==> src/design/cll_pkg.sv <==
package cll_pkg;

    // Default number of list nodes.
    localparam int NODE_COUNT_DEF = 8;

    // Request kinds.
    localparam logic [1:0] KIND_INSERT = 2'd0;
    localparam logic [1:0] KIND_DELETE = 2'd1;
    localparam logic [1:0] KIND_LIST   = 2'd2;

    // Response status codes.
    localparam logic [2:0] STAT_INSERTED  = 3'd0;
    localparam logic [2:0] STAT_FULL      = 3'd1;
    localparam logic [2:0] STAT_REMOVED   = 3'd2;
    localparam logic [2:0] STAT_NOT_FOUND = 3'd3;
    localparam logic [2:0] STAT_EMPTY     = 3'd4;
    localparam logic [2:0] STAT_ELEMENT   = 3'd5;

    // Request transaction payload.
    typedef struct packed {
        logic [1:0] kind;
        logic [7:0] value;
    } req_t;

    // Response transaction payload.
    typedef struct packed {
        logic [2:0] status;
        logic [7:0] element;
        logic       last;
    } rsp_t;

    // Contents of one cell of the chain.
    typedef struct packed {
        logic       occ;
        logic [7:0] val;
    } node_t;

    // Command broadcast to every cell of the chain.
    typedef enum logic [1:0] {
        CMD_HOLD     = 2'd0,
        CMD_PUSH     = 2'd1,
        CMD_ROTATE   = 2'd2,
        CMD_ROT_DROP = 2'd3
    } cell_cmd_t;

endpackage

==> src/design/cll_cell.sv <==
module cll_cell
    import cll_pkg::*;
(
    input  logic      clk,
    input  logic      rst_n,
    input  cell_cmd_t cmd,
    input  node_t     left_node,
    input  node_t     right_node,
    input  node_t     head_node,
    output node_t     node
);

    logic       occ_reg;
    logic       occ_next;
    logic [7:0] val_reg;
    logic [7:0] val_next;

    // A push takes the left neighbour's contents. A rotation moves the
    // occupied region one place towards the head; the last occupied cell
    // takes the head's byte, or turns empty when the head is dropped.
    always_comb
    begin
        occ_next = occ_reg;
        val_next = val_reg;
        unique case (cmd)
            CMD_PUSH:
            begin
                occ_next = left_node.occ;
                val_next = left_node.val;
            end
            CMD_ROTATE, CMD_ROT_DROP:
            begin
                if (occ_reg)
                begin
                    if (right_node.occ)
                    begin
                        val_next = right_node.val;
                    end
                    else
                    begin
                        val_next = head_node.val;
                        occ_next = (cmd == CMD_ROTATE);
                    end
                end
            end
            default:
            begin
            end
        endcase
    end

    // Occupancy is control state and is cleared by reset.
    always_ff @(posedge clk or negedge rst_n)
    begin
        if (!rst_n)
        begin
            occ_reg <= 1'b0;
        end
        else
        begin
            occ_reg <= occ_next;
        end
    end

    // The stored byte needs no reset.
    always_ff @(posedge clk)
    begin
        val_reg <= val_next;
    end

    assign node = '{occ: occ_reg, val: val_reg};

endmodule

==> src/design/cursor_list_with_free_list.sv <==
// Linked list of bytes held as a chain of cells, the head in cell 0 and the
// elements in list order behind it; free capacity is the run of empty cells
// at the end of the chain. An insert that finds room pushes its byte into
// the head cell when it is accepted. A delete or a list request walks the
// list by rotating the occupied cells through the head cell once, one cell
// per cycle; a list walk pauses on every step, and a delete on its final
// step, whenever the response register is still occupied and not emptied.
// An empty list, a full list or an unused kind finishes in the acceptance
// cycle. A new request is taken only between walks, and only while the
// response register is free or being emptied in the same cycle.
module cursor_list_with_free_list
    import cll_pkg::*;
#(
    parameter int NodeCount = NODE_COUNT_DEF
)
(
    input  logic clk,
    input  logic rst_n,
    input  logic req_valid,
    output logic req_ready,
    input  req_t req,
    output logic rsp_valid,
    input  logic rsp_ready,
    output rsp_t rsp
);

    localparam int CntW = $clog2(NodeCount + 1);

    typedef enum logic [1:0] {
        ST_IDLE = 2'b01,
        ST_WALK = 2'b10
    } state_t;

    state_t         state_reg;
    state_t         state_next;
    logic [CntW-1:0] count_reg;
    logic [CntW-1:0] count_next;
    logic [CntW-1:0] step_reg;
    logic [CntW-1:0] step_next;
    logic           found_reg;
    logic           found_next;
    logic           list_reg;
    logic           list_next;
    logic [7:0]     key_reg;
    logic [7:0]     key_next;
    logic           rsp_valid_reg;
    rsp_t           rsp_reg;
    rsp_t           rsp_next;
    logic           rsp_load;
    logic           slot_free;
    logic           last_step;
    logic           hit;
    cell_cmd_t      cmd;

    node_t cell_q  [NodeCount];
    node_t left_in [NodeCount];
    node_t right_in[NodeCount];

    // The chain of cells with its neighbour connections.
    for (genvar i = 0; i < NodeCount; i++)
    begin : g_cell
        if (i == 0)
        begin : g_first
            assign left_in[i] = '{occ: 1'b1, val: req.value};
        end
        else
        begin : g_inner_left
            assign left_in[i] = cell_q[i-1];
        end

        if (i == NodeCount - 1)
        begin : g_end
            assign right_in[i] = '{occ: 1'b0, val: 8'h00};
        end
        else
        begin : g_inner_right
            assign right_in[i] = cell_q[i+1];
        end

        cll_cell u_cell (
            .clk        (clk),
            .rst_n      (rst_n),
            .cmd        (cmd),
            .left_node  (left_in[i]),
            .right_node (right_in[i]),
            .head_node  (cell_q[0]),
            .node       (cell_q[i])
        );
    end

    assign slot_free = !rsp_valid_reg || rsp_ready;
    assign last_step = (step_reg == (count_reg - 1'b1));
    assign hit       = !found_reg && (cell_q[0].val == key_reg);

    // Request decode and walk sequencing.
    always_comb
    begin
        state_next = state_reg;
        count_next = count_reg;
        step_next  = step_reg;
        found_next = found_reg;
        list_next  = list_reg;
        key_next   = key_reg;
        cmd        = CMD_HOLD;
        rsp_load   = 1'b0;
        rsp_next   = '0;
        req_ready  = 1'b0;
        unique case (state_reg)
            ST_IDLE:
            begin
                req_ready = slot_free;
                if (req_valid && slot_free)
                begin
                    case (req.kind)
                        KIND_INSERT:
                        begin
                            rsp_load      = 1'b1;
                            rsp_next.last = 1'b1;
                            if (cell_q[NodeCount-1].occ)
                            begin
                                rsp_next.status = STAT_FULL;
                            end
                            else
                            begin
                                cmd             = CMD_PUSH;
                                count_next      = count_reg + 1'b1;
                                rsp_next.status = STAT_INSERTED;
                            end
                        end
                        KIND_DELETE, KIND_LIST:
                        begin
                            if (count_reg == '0)
                            begin
                                rsp_load        = 1'b1;
                                rsp_next.last   = 1'b1;
                                rsp_next.status = STAT_EMPTY;
                            end
                            else
                            begin
                                state_next = ST_WALK;
                                step_next  = '0;
                                found_next = 1'b0;
                                list_next  = (req.kind == KIND_LIST);
                                key_next   = req.value;
                            end
                        end
                        default:
                        begin
                        end
                    endcase
                end
            end
            ST_WALK:
            begin
                if (list_reg)
                begin
                    // Emit the head element, then rotate the next one in.
                    if (slot_free)
                    begin
                        cmd              = CMD_ROTATE;
                        rsp_load         = 1'b1;
                        rsp_next.status  = STAT_ELEMENT;
                        rsp_next.element = cell_q[0].val;
                        rsp_next.last    = last_step;
                        step_next        = step_reg + 1'b1;
                        if (last_step)
                        begin
                            state_next = ST_IDLE;
                        end
                    end
                end
                else
                begin
                    // Compare the head; the first match is dropped.
                    if (!last_step || slot_free)
                    begin
                        cmd        = hit ? CMD_ROT_DROP : CMD_ROTATE;
                        found_next = found_reg || hit;
                        step_next  = step_reg + 1'b1;
                        if (last_step)
                        begin
                            rsp_load        = 1'b1;
                            rsp_next.last   = 1'b1;
                            rsp_next.status = (found_reg || hit) ? STAT_REMOVED
                                                                 : STAT_NOT_FOUND;
                            count_next      = count_reg - {{(CntW-1){1'b0}},
                                                           (found_reg || hit)};
                            state_next      = ST_IDLE;
                        end
                    end
                end
            end
            default:
            begin
                state_next = ST_IDLE;
            end
        endcase
    end

    // Control registers.
    always_ff @(posedge clk or negedge rst_n)
    begin
        if (!rst_n)
        begin
            state_reg     <= ST_IDLE;
            count_reg     <= '0;
            step_reg      <= '0;
            found_reg     <= 1'b0;
            list_reg      <= 1'b0;
            rsp_valid_reg <= 1'b0;
        end
        else
        begin
            state_reg <= state_next;
            count_reg <= count_next;
            step_reg  <= step_next;
            found_reg <= found_next;
            list_reg  <= list_next;
            if (rsp_load)
            begin
                rsp_valid_reg <= 1'b1;
            end
            else if (rsp_ready)
            begin
                rsp_valid_reg <= 1'b0;
            end
        end
    end

    // Payload registers.
    always_ff @(posedge clk)
    begin
        key_reg <= key_next;
        if (rsp_load)
        begin
            rsp_reg <= rsp_next;
        end
    end

    assign rsp_valid = rsp_valid_reg;
    assign rsp       = rsp_reg;

endmodule

==> config.mk <==
export PLATFORM = sky130hd
export DESIGN_NAME = cursor_list_with_free_list
export DESIGN_NICKNAME = d
export VERILOG_FILES = /design/src/design/cll_pkg.sv /design/src/design/cll_cell.sv /design/src/design/cursor_list_with_free_list.sv
export SDC_FILE = /design/constraint.sdc
export NUM_CORES = 1
export LEC_CHECK = 0
export ABC_CLOCK_PERIOD_IN_PS = 4310
export BUFFER_PORTS_ARGS = -buffer_cell sky130_fd_sc_hd__buf_2
export CAP_MARGIN = 15
export CORE_MARGIN = 2
export CORE_UTILIZATION = 30
export DETAILED_ROUTE_END_ITERATION = 7
export RECOVER_POWER = 100
export SETUP_SLACK_MARGIN = 0.4
export SYNTH_ARGS = -nofsm -noshare
export SYNTH_HDL_FRONTEND = slang
export SYNTH_HIERARCHICAL = 1
export SYNTH_SLANG_ARGS = --single-unit
==> constraint.sdc <==
create_clock -name clk -period 4.31 [get_ports clk]
set_clock_uncertainty 0.2 [all_clocks]
set_input_delay 0.431 -clock clk [delete_from_list [all_inputs] [get_ports clk]]
set_output_delay 0.431 -clock clk [all_outputs]
set_load 0.05 [all_outputs]
==> impl_metrics.py, run 1 <==
metrics = {
    "cts": {
        "cts_sinks": 105,
        "root_buffer": "clkbuf_16",
        "cts_tree": "yes",
        "cts_buffer_depth": 2,
        "clk_latency_ns": 0.36,
        "htreeDepth": 3,
        "numCtsBuffers": 9,
        "cts_setup_buffers": 0,
        "path_clk_slew_ns": 0.07,
    },
    "critical_path": {
        "cpPeakStageDelay_ns": 0.53,
        "crit_buf_inv": 2,
        "timing.rr.end": "g_cell[2].u_cell/val_reg[1]",
        "cp_cell_sequence": "inv_1 -> ha_1 -> xor2_1 -> nand3_1 -> o21bai_1 -> a211oi_1 -> buf_12 -> mux2_1",
        "r2r_setup_slack_ns": 0.94,
        "cp_slowest_cell": "mux2_1",
        "critPathCaptureType": "flip-flop",
        "cp.arrival_ns": 3.24,
        "startpoint_type": "flip-flop",
        "crit_type": "flip-flop to flip-flop",
        "r2r_start": "count_reg[1]",
        "critPathTopFamily": "compound AO/OA/AOI/OAI gates",
        "cp.required_ns": 4.17,
        "r2r_cells": 8,
        "path_max_fanout": 152,
    },
    "power_and_ir_drop": {
        "comb_power_share_pct": 27.3,
        "power_mw": 3.05,
        "p_sw_mw": 1.06,
        "swShare_pct": 34.7,
        "power.density_nw_per_um2": 490,
        "p_int_mw": 1.99,
        "ir_worst_vdd_uv": 163,
        "p_clk_share_pct": 25.8,
        "p_seq_share_pct": 46.9,
        "p_leak_nw": 2.64,
    },
    "final_layout": {
        "regArea_um2": 3050,
        "largest_reg_flops": 64,
        "drive_gt1_share_pct": 5.60,
        "multi_input_area_um2": 2360,
        "areaGrowthSynthToFinish_pct": 7.42,
        "diodes": 0,
        "nNetsFinal": 539,
        "fillers": 1877,
    },
    "synth": {
        "ys.flop_type": "edfxtp_1",
        "ys_seq_elements": 105,
        "synthArstFlopShare_pct": 20.0,
        "syn_inst": 499,
        "ys_seq_area_share_pct": 52.6,
        "synth-warning-count": 6,
        "synth_edf_count": 84,
        "ys_types": 52,
        "netlist_area_um2": 5800,
        "avgSynthCellArea_um2": 11.6,
    },
    "status": {
        "status": "complete, no violations",
    },
    "grt": {
        "grt.overflow.total": 0,
        "grt_util_all_layers_pct": 12.9,
        "grt_pass1_vias": 3686,
        "antenna_found_initial": 0,
        "grt_max_degree": 153,
        "grt_pass1_wl_um": 20300,
    },
    "place": {
        "hpwl_um": 8660,
        "place_congestion": 0.793,
        "port_buffers": 27,
    },
    "timing": {
        "tightestPinTransition_ns": 1.30,
        "rsz0062_at_grt": "false",
        "slew_violations": 0,
        "fin_crit_sh_pct": 78.3,
        "relSlewSlack_pct": 13.4,
        "max_freq_mhz": 296,
        "fin_setup_tns_ns": 0,
        "period_needed_ns": 3.37,
        "setup_viol": 0,
        "finalHoldViolations": 0,
    },
    "routing": {
        "wl_per_cell_um": 16.1,
        "ant_nets": 0,
        "routed_wl_um": 12500,
        "via_per_inst": 4.79,
        "drtIter0Drc": 363,
        "drtPass1Iterations": 4,
        "num_vias": 3729,
        "drc_errors": 0,
    },
    "floorplanning": {
        "die_area_um2": 20500,
        "io_pins": 28,
        "die_h_um": 143,
        "die_w_um": 143,
        "initial_utilization_pct": 30.8,
        "num_rows": 50,
        "core_um2": 18800,
    },
    "job": {
        "maxCapViolCount": 0,
    },
    "min_path": {
        "hold_path_end": "key_reg[6]",
        "min_path_cells": 1,
        "hold_start": "req[6]",
        "hold_class": "primary input to flip-flop",
    },
}
timing repair:
item	in CTS	in global routing
hold endpoints to repair	20	0
hold buffers	1	0
gates resized for setup	0	0
worst max path at each step:
stage | from | endpoint | slack, ns | depth (start not counted)
4_1_cts | state_reg[0] | g_cell[5].u_cell/val_reg[1] | 1.14 | 8
2_1_floorplan | count_reg[1] | g_cell[0].u_cell/val_reg[0] | 1.06 | 8
3_5_place_dp | state_reg[0] | g_cell[2].u_cell/val_reg[5] | 1.16 | 8
6_report | count_reg[1] | g_cell[2].u_cell/val_reg[1] | 0.94 | 8
5_1_grt | count_reg[1] | g_cell[0].u_cell/val_reg[7] | 0.77 | 8
3_3_place_gp | state_reg[0] | g_cell[2].u_cell/val_reg[0] | 1.25 | 8
area by class of cell:
cell class	instances	share of cell area [%]
Sequential cell	105	49.0
Multi-Input combinational cell	348	37.8
Tap cell	260	5.22
Clock buffer	10	3.68
Timing Repair Buffer	30	2.35
Inverter	19	1.15
Clock inverter	6	0.804
Yosys cell counts (5+ instances only):
library cell / number / area [um2]
nand2_1: 7 / 26.3
xor2_1: 11 / 96.3
nand3_1: 5 / 25.0
mux2_4: 8 / 120
nor3_1: 6 / 30.0
inv_1: 19 / 71.3
nor2_1: 69 / 259
a21oi_1: 71 / 355
buf_6: 16 / 180
edfxtp_1: 84 / 2520
mux2i_1: 65 / 651
buf_4: 16 / 120
dfrtp_1: 20 / 500
a21boi_0: 8 / 60.1
nand3b_1: 10 / 75.1
and2_1: 9 / 56.3
ha_1: 11 / 138
o21ai_0: 11 / 55.1
power by group through the flow:
stage | Sequential (mW) | Combinational (mW) | Clock (mW)
2_1_floorplan | 1.42 | 0.730 | 0
3_3_place_gp | 1.45 | 0.847 | 0
3_5_place_dp | 1.46 | 0.867 | 0
4_1_cts | 1.43 | 0.873 | 0.809
5_1_grt | 1.45 | 0.923 | 0.857
6_report | 1.43 | 0.835 | 0.788
cell usage in the layout (no fill, tap or decap), drive strengths merged, types with 6 or more instances in the layout:
master,count
nand2,7
nand3b,10
ha,11
buf,8
xor2,11
inv,22
and2,9
a21boi,8
nand3,6
nor3,7
a21oi,71
o21ai,12
conb,10
dfrtp,20
nor2,69
clkbuf,31
mux2i,65
edfxtp,84
mux2,11
worst reg2reg max path: cells and delay by family (launching register included):
family	cells	cell delay, ns
mux	1	0.64
compound gates	2	0.58
buf+inv	2	0.56
flops	1	0.43
fa+ha+maj	1	0.29
simple gates	1	0.22
xor+xnor	1	0.16
through the flow:
stage | hold WS, ns | area, um2 | utilization [%] | std cells | setup WS [ns]
2_1_floorplan | -0.0646 | 5830 | - | 507 | 1.06
5_1_grt | 0.0494 | 6230 | 33.1 | 778 | 0.771
4_1_cts | 0.0532 | 6300 | 33.5 | 778 | 1.14
6_report | 0.0687 | 6230 | 33.1 | 778 | 0.935
3_5_place_dp | 0.255 | 6020 | 31.9 | 761 | 1.16
3_3_place_gp | 0.239 | 6020 | 31.9 | 761 | 1.25
per-layer routing:
metal | vias to the layer above | GRT usage [%] | routed length (um)
met5 | - | 0 | 0
met4 | 0 | 2.97 | 121
met3 | 12 | 3.39 | 577
met2 | 95 | 19.5 | 5670
met1 | 1813 | 18.3 | 6120
li1 | 1809 | - | -
cells by family after synthesis:
| group | after synthesis | share of synthesized area, % |
|---|---|---|
| AOI/OAI and AO/OA | 108 | 10.6 |
| xor gates and xnor gates | 15 | 2.63 |
| adders and majority gates | 12 | 2.72 |
| buffers and inverters | 54 | 6.60 |
| DFF | 105 | 52.6 |
| muxes | 76 | 13.9 |
| other | 2 | 0.130 |
| and+or+nand+nor | 127 | 10.8 |
Power figures use the tool's default switching activity.
==> run 2: changes to the inputs <==
--- a/config.mk
+++ b/config.mk
@@ -5,7 +5,8 @@
 export SDC_FILE = /design/constraint.sdc
 export NUM_CORES = 1
 export LEC_CHECK = 0
-export ABC_CLOCK_PERIOD_IN_PS = 4310
+export ABC_AREA = 1
+export ABC_CLOCK_PERIOD_IN_PS = 2800
 export BUFFER_PORTS_ARGS = -buffer_cell sky130_fd_sc_hd__buf_2
 export CAP_MARGIN = 15
 export CORE_MARGIN = 2
==> constraint.sdc (replaced) <==
create_clock -name clk -period 2.8 [get_ports clk]
set_clock_uncertainty 0.2 [all_clocks]
set_input_delay 0.28 -clock clk [delete_from_list [all_inputs] [get_ports clk]]
set_output_delay 0.28 -clock clk [all_outputs]
set_load 0.05 [all_outputs]
==> run 2 against run 1 <==
Effect of this change: register-to-register slack got worse by 0.68 ns; maximum frequency rose by 33%; cell area rose by 34%; via count rose by 50%; combinational power rose to 3.7 times the previous value; die area rose by 15%; critical endpoint is now g_cell[0].u_cell/val_reg[7]; largest cell class unchanged.
==> impl_metrics.py, run 2 <==
metrics = {
    "synth": {
        "netlist_area_um2": 6710,
        "avgSynthCellArea_um2": 7.83,
        "synthArstFlopShare_pct": 20.0,
        "yosysMostFrequentCell": "nand2_1",
        "ys_seq_elements": 105,
        "ys_seq_area_share_pct": 45.5,
        "synthDominantCellAreaShare_pct": 37.6,
        "synth-warning-count": 6,
        "yosys.area.top_type": "edfxtp_1",
        "synth_edf_count": 84,
        "synth_common_cells": "nand2_1 (336), inv_1 (164), nand3_1 (88)",
        "syn_inst": 857,
        "netlist_top_cells_area": "edfxtp_1 (38%), nand2_1 (19%), inv_1 (9.2%)",
        "ys_types": 33,
        "ys.flop_type": "edfxtp_1",
    },
    "timing": {
        "setup_viol": 0,
        "relSlewSlack_pct": 0.883,
        "fin_setup_tns_ns": 0,
        "period_needed_ns": 2.54,
        "max_freq_mhz": 393,
        "fin_crit_sh_pct": 90.9,
        "tightestPinTransition_ns": 1.49,
        "rsz0062_at_grt": "true",
        "slew_violations": 0,
        "finalHoldViolations": 0,
    },
    "grt": {
        "grt_pass1_vias": 5196,
        "gr-max-usage-layer": "met2",
        "antenna_found_initial": 0,
        "grt_use_met2_pct": 23.7,
        "grt_pass1_wl_um": 27500,
        "grt_util_met3_pct": 1.86,
        "grt_util_all_layers_pct": 14.8,
        "grt.overflow.total": 0,
        "grt_max_degree": 28,
        "met1_usage_pct": 20.3,
    },
    "cts": {
        "cts_buffer_depth": 2,
        "htreeDepth": 3,
        "clk_latency_ns": 0.36,
        "numCtsBuffers": 9,
        "cts_sinks": 105,
        "root_buffer": "clkbuf_16",
        "path_clk_slew_ns": 0.07,
        "cts_tree": "yes",
    },
    "power_and_ir_drop": {
        "ir_worst_vdd_uv": 359,
        "p_clk_share_pct": 19.4,
        "swShare_pct": 40.4,
        "p_sw_mw": 2.64,
        "p_int_mw": 3.89,
        "p_leak_nw": 3.98,
        "power.density_nw_per_um2": 784,
        "p_seq_share_pct": 33.9,
        "comb_power_share_pct": 46.7,
    },
    "critical_path": {
        "path_max_fanout": 14,
        "cp.depth": 13,
        "r2r_cells": 13,
        "crit_type": "flip-flop to flip-flop",
        "startpoint_type": "flip-flop",
        "startpoint": "count_reg[0]",
        "cpPeakStageDelay_ns": 0.41,
        "cp.arrival_ns": 2.42,
        "critical_path.most_common_cell": "nand2_1",
        "cp_slowest_cell": "dfrtp_1",
        "timing.rr.end": "g_cell[0].u_cell/val_reg[7]",
        "r2r_setup_slack_ns": 0.26,
        "cp_cell_sequence": "inv_4 -> ha_4 -> inv_1 -> nand2_1 -> nand2_2 -> nor2_1 -> nand3_4 -> nor2_4 -> nor3_1 -> buf_12 -> buf_16 -> nand2_1 -> nand2_8",
        "crit_end": "g_cell[0].u_cell/val_reg[7]",
        "crit_buf_inv": 4,
        "r2r_start": "count_reg[0]",
        "critPathTopFamily": "simple AND/OR/NAND/NOR gates",
        "critPathCaptureType": "flip-flop",
        "cp.required_ns": 2.67,
    },
    "min_path": {
        "hold_class": "primary input to flip-flop",
    },
    "place": {
        "place_congestion": 0.845,
        "port_buffers": 27,
        "postPlaceCellArea_um2": 7250,
        "hpwl_um": 11900,
    },
    "floorplanning": {
        "num_rows": 54,
        "core_um2": 21900,
        "io_pins": 28,
        "die_area_um2": 23600,
        "initial_utilization_pct": 30.6,
        "die_h_um": 154,
        "die_w_um": 154,
    },
    "routing": {
        "num_vias": 5578,
        "drc_errors": 0,
        "drtIter0Drc": 375,
        "via_per_inst": 4.52,
        "drtPass1Iterations": 5,
        "wl_per_cell_um": 14.5,
        "routed_wl_um": 17900,
        "ant_nets": 0,
    },
    "final_layout": {
        "largest_reg_flops": 64,
        "final_cell_mix": "nand2_1 (321), inv_1 (162), edfxtp_1 (84), nand3_1 (78)",
        "diodes": 0,
        "nNetsFinal": 975,
        "final_common_cell": "nand2_1",
        "areaGrowthSynthToFinish_pct": 24.1,
        "fillers": 2270,
        "drive_gt1_share_pct": 19.7,
        "design_area_um2": 8320,
    },
    "status": {
        "status": "complete, no violations",
    },
    "job": {
        "maxCapViolCount": 0,
    },
}
## run 2: how the worst min path moves through the flow
stage | to | from | slack [ns] | cells past startpoint
6_report | rsp_valid | rsp_ready | 0.1 | 4
5_1_grt | rsp_valid | rsp_ready | 0.11 | 4
4_1_cts | rsp_valid | rsp_ready | 0.09 | 4
3_5_place_dp | count_reg[2] | rst_n | 0.15 | 1
3_3_place_gp | count_reg[2] | rst_n | 0.14 | 1
2_1_floorplan | count_reg[0] | rst_n | -0.22 | 0
## run 2: worst register-to-register path, stage by stage, from the launching register on
cell and delay [ns]:
dfrtp_1 0.41, inv_4 0.11, ha_4 0.21, inv_1 0.05, nand2_1 0.05, nand2_2 0.05, nor2_1 0.06, nand3_4 0.10
nor2_4 0.04, nor3_1 0.28, buf_12 0.20, buf_16 0.18, nand2_1 0.16, nand2_8 0.14
## run 2: metal layers
metal  wire [um]  share of wire [%]
met5           0                  0
met4         487                2.7
met3         847                4.7
met2        8510                 48
met1        8050                 45
## run 2: logic make-up after synthesis
kind of cell / share of synthesized area (%)
AOI/OAI and AO/OA: 1.06
other: 0.112
buffers and inverters: 15.0
xor gates and xnor gates: 1.31
DFF: 45.5
adders and majority gates: 2.35
and+or+nand+nor: 34.7
## run 2: what timing repair did
item | CTS | global route
buffers inserted | 21 | 15
cloned | 3 | 8
pin swaps | 23 | 10
resized for setup | 31 | 52
setup endpoints to repair | 132 | 136
hold endpoints to repair | 29 | 0
hold buffers | 9 | 0
## run 2: cell type report
| type | instances | area [um2] | share of cell area [%] |
|---|---|---|---|
| clock inverters | 5 | 56.3 | 0.676 |
| repair buffers | 98 | 877 | 10.5 |
| inverters | 184 | 781 | 9.38 |
| clock buffers | 11 | 233 | 2.80 |
| multi-input cells | 551 | 2980 | 35.7 |
| well taps | 280 | 350 | 4.21 |
| flip-flops and latches | 105 | 3050 | 36.7 |
## run 2: power by group through the flow
stage          logic [mW]  registers, mW  clock network, mW
6_report             3.05           2.21               1.27
5_1_grt              3.36           2.24               1.35
4_1_cts              2.84           2.21               1.30
3_5_place_dp         2.49           2.25                  0
3_3_place_gp         2.45           2.25                  0
2_1_floorplan        1.99           2.27                  0
## run 2: per-stage QoR
stage | cells | total power [mW] | setup WS (ns) | util, % | hold slack [ns]
floorplan | 865 | 4.26 | -0.0886 | - | -0.216
global placement | 1162 | 4.70 | 0.269 | 33.1 | 0.143
finish | 1234 | 6.53 | 0.255 | 38.0 | 0.0966
CTS | 1211 | 6.35 | 0.356 | 36.8 | 0.0943
detailed placement | 1162 | 4.73 | 0.203 | 33.1 | 0.149
global route | 1234 | 6.95 | 0.162 | 38.0 | 0.109
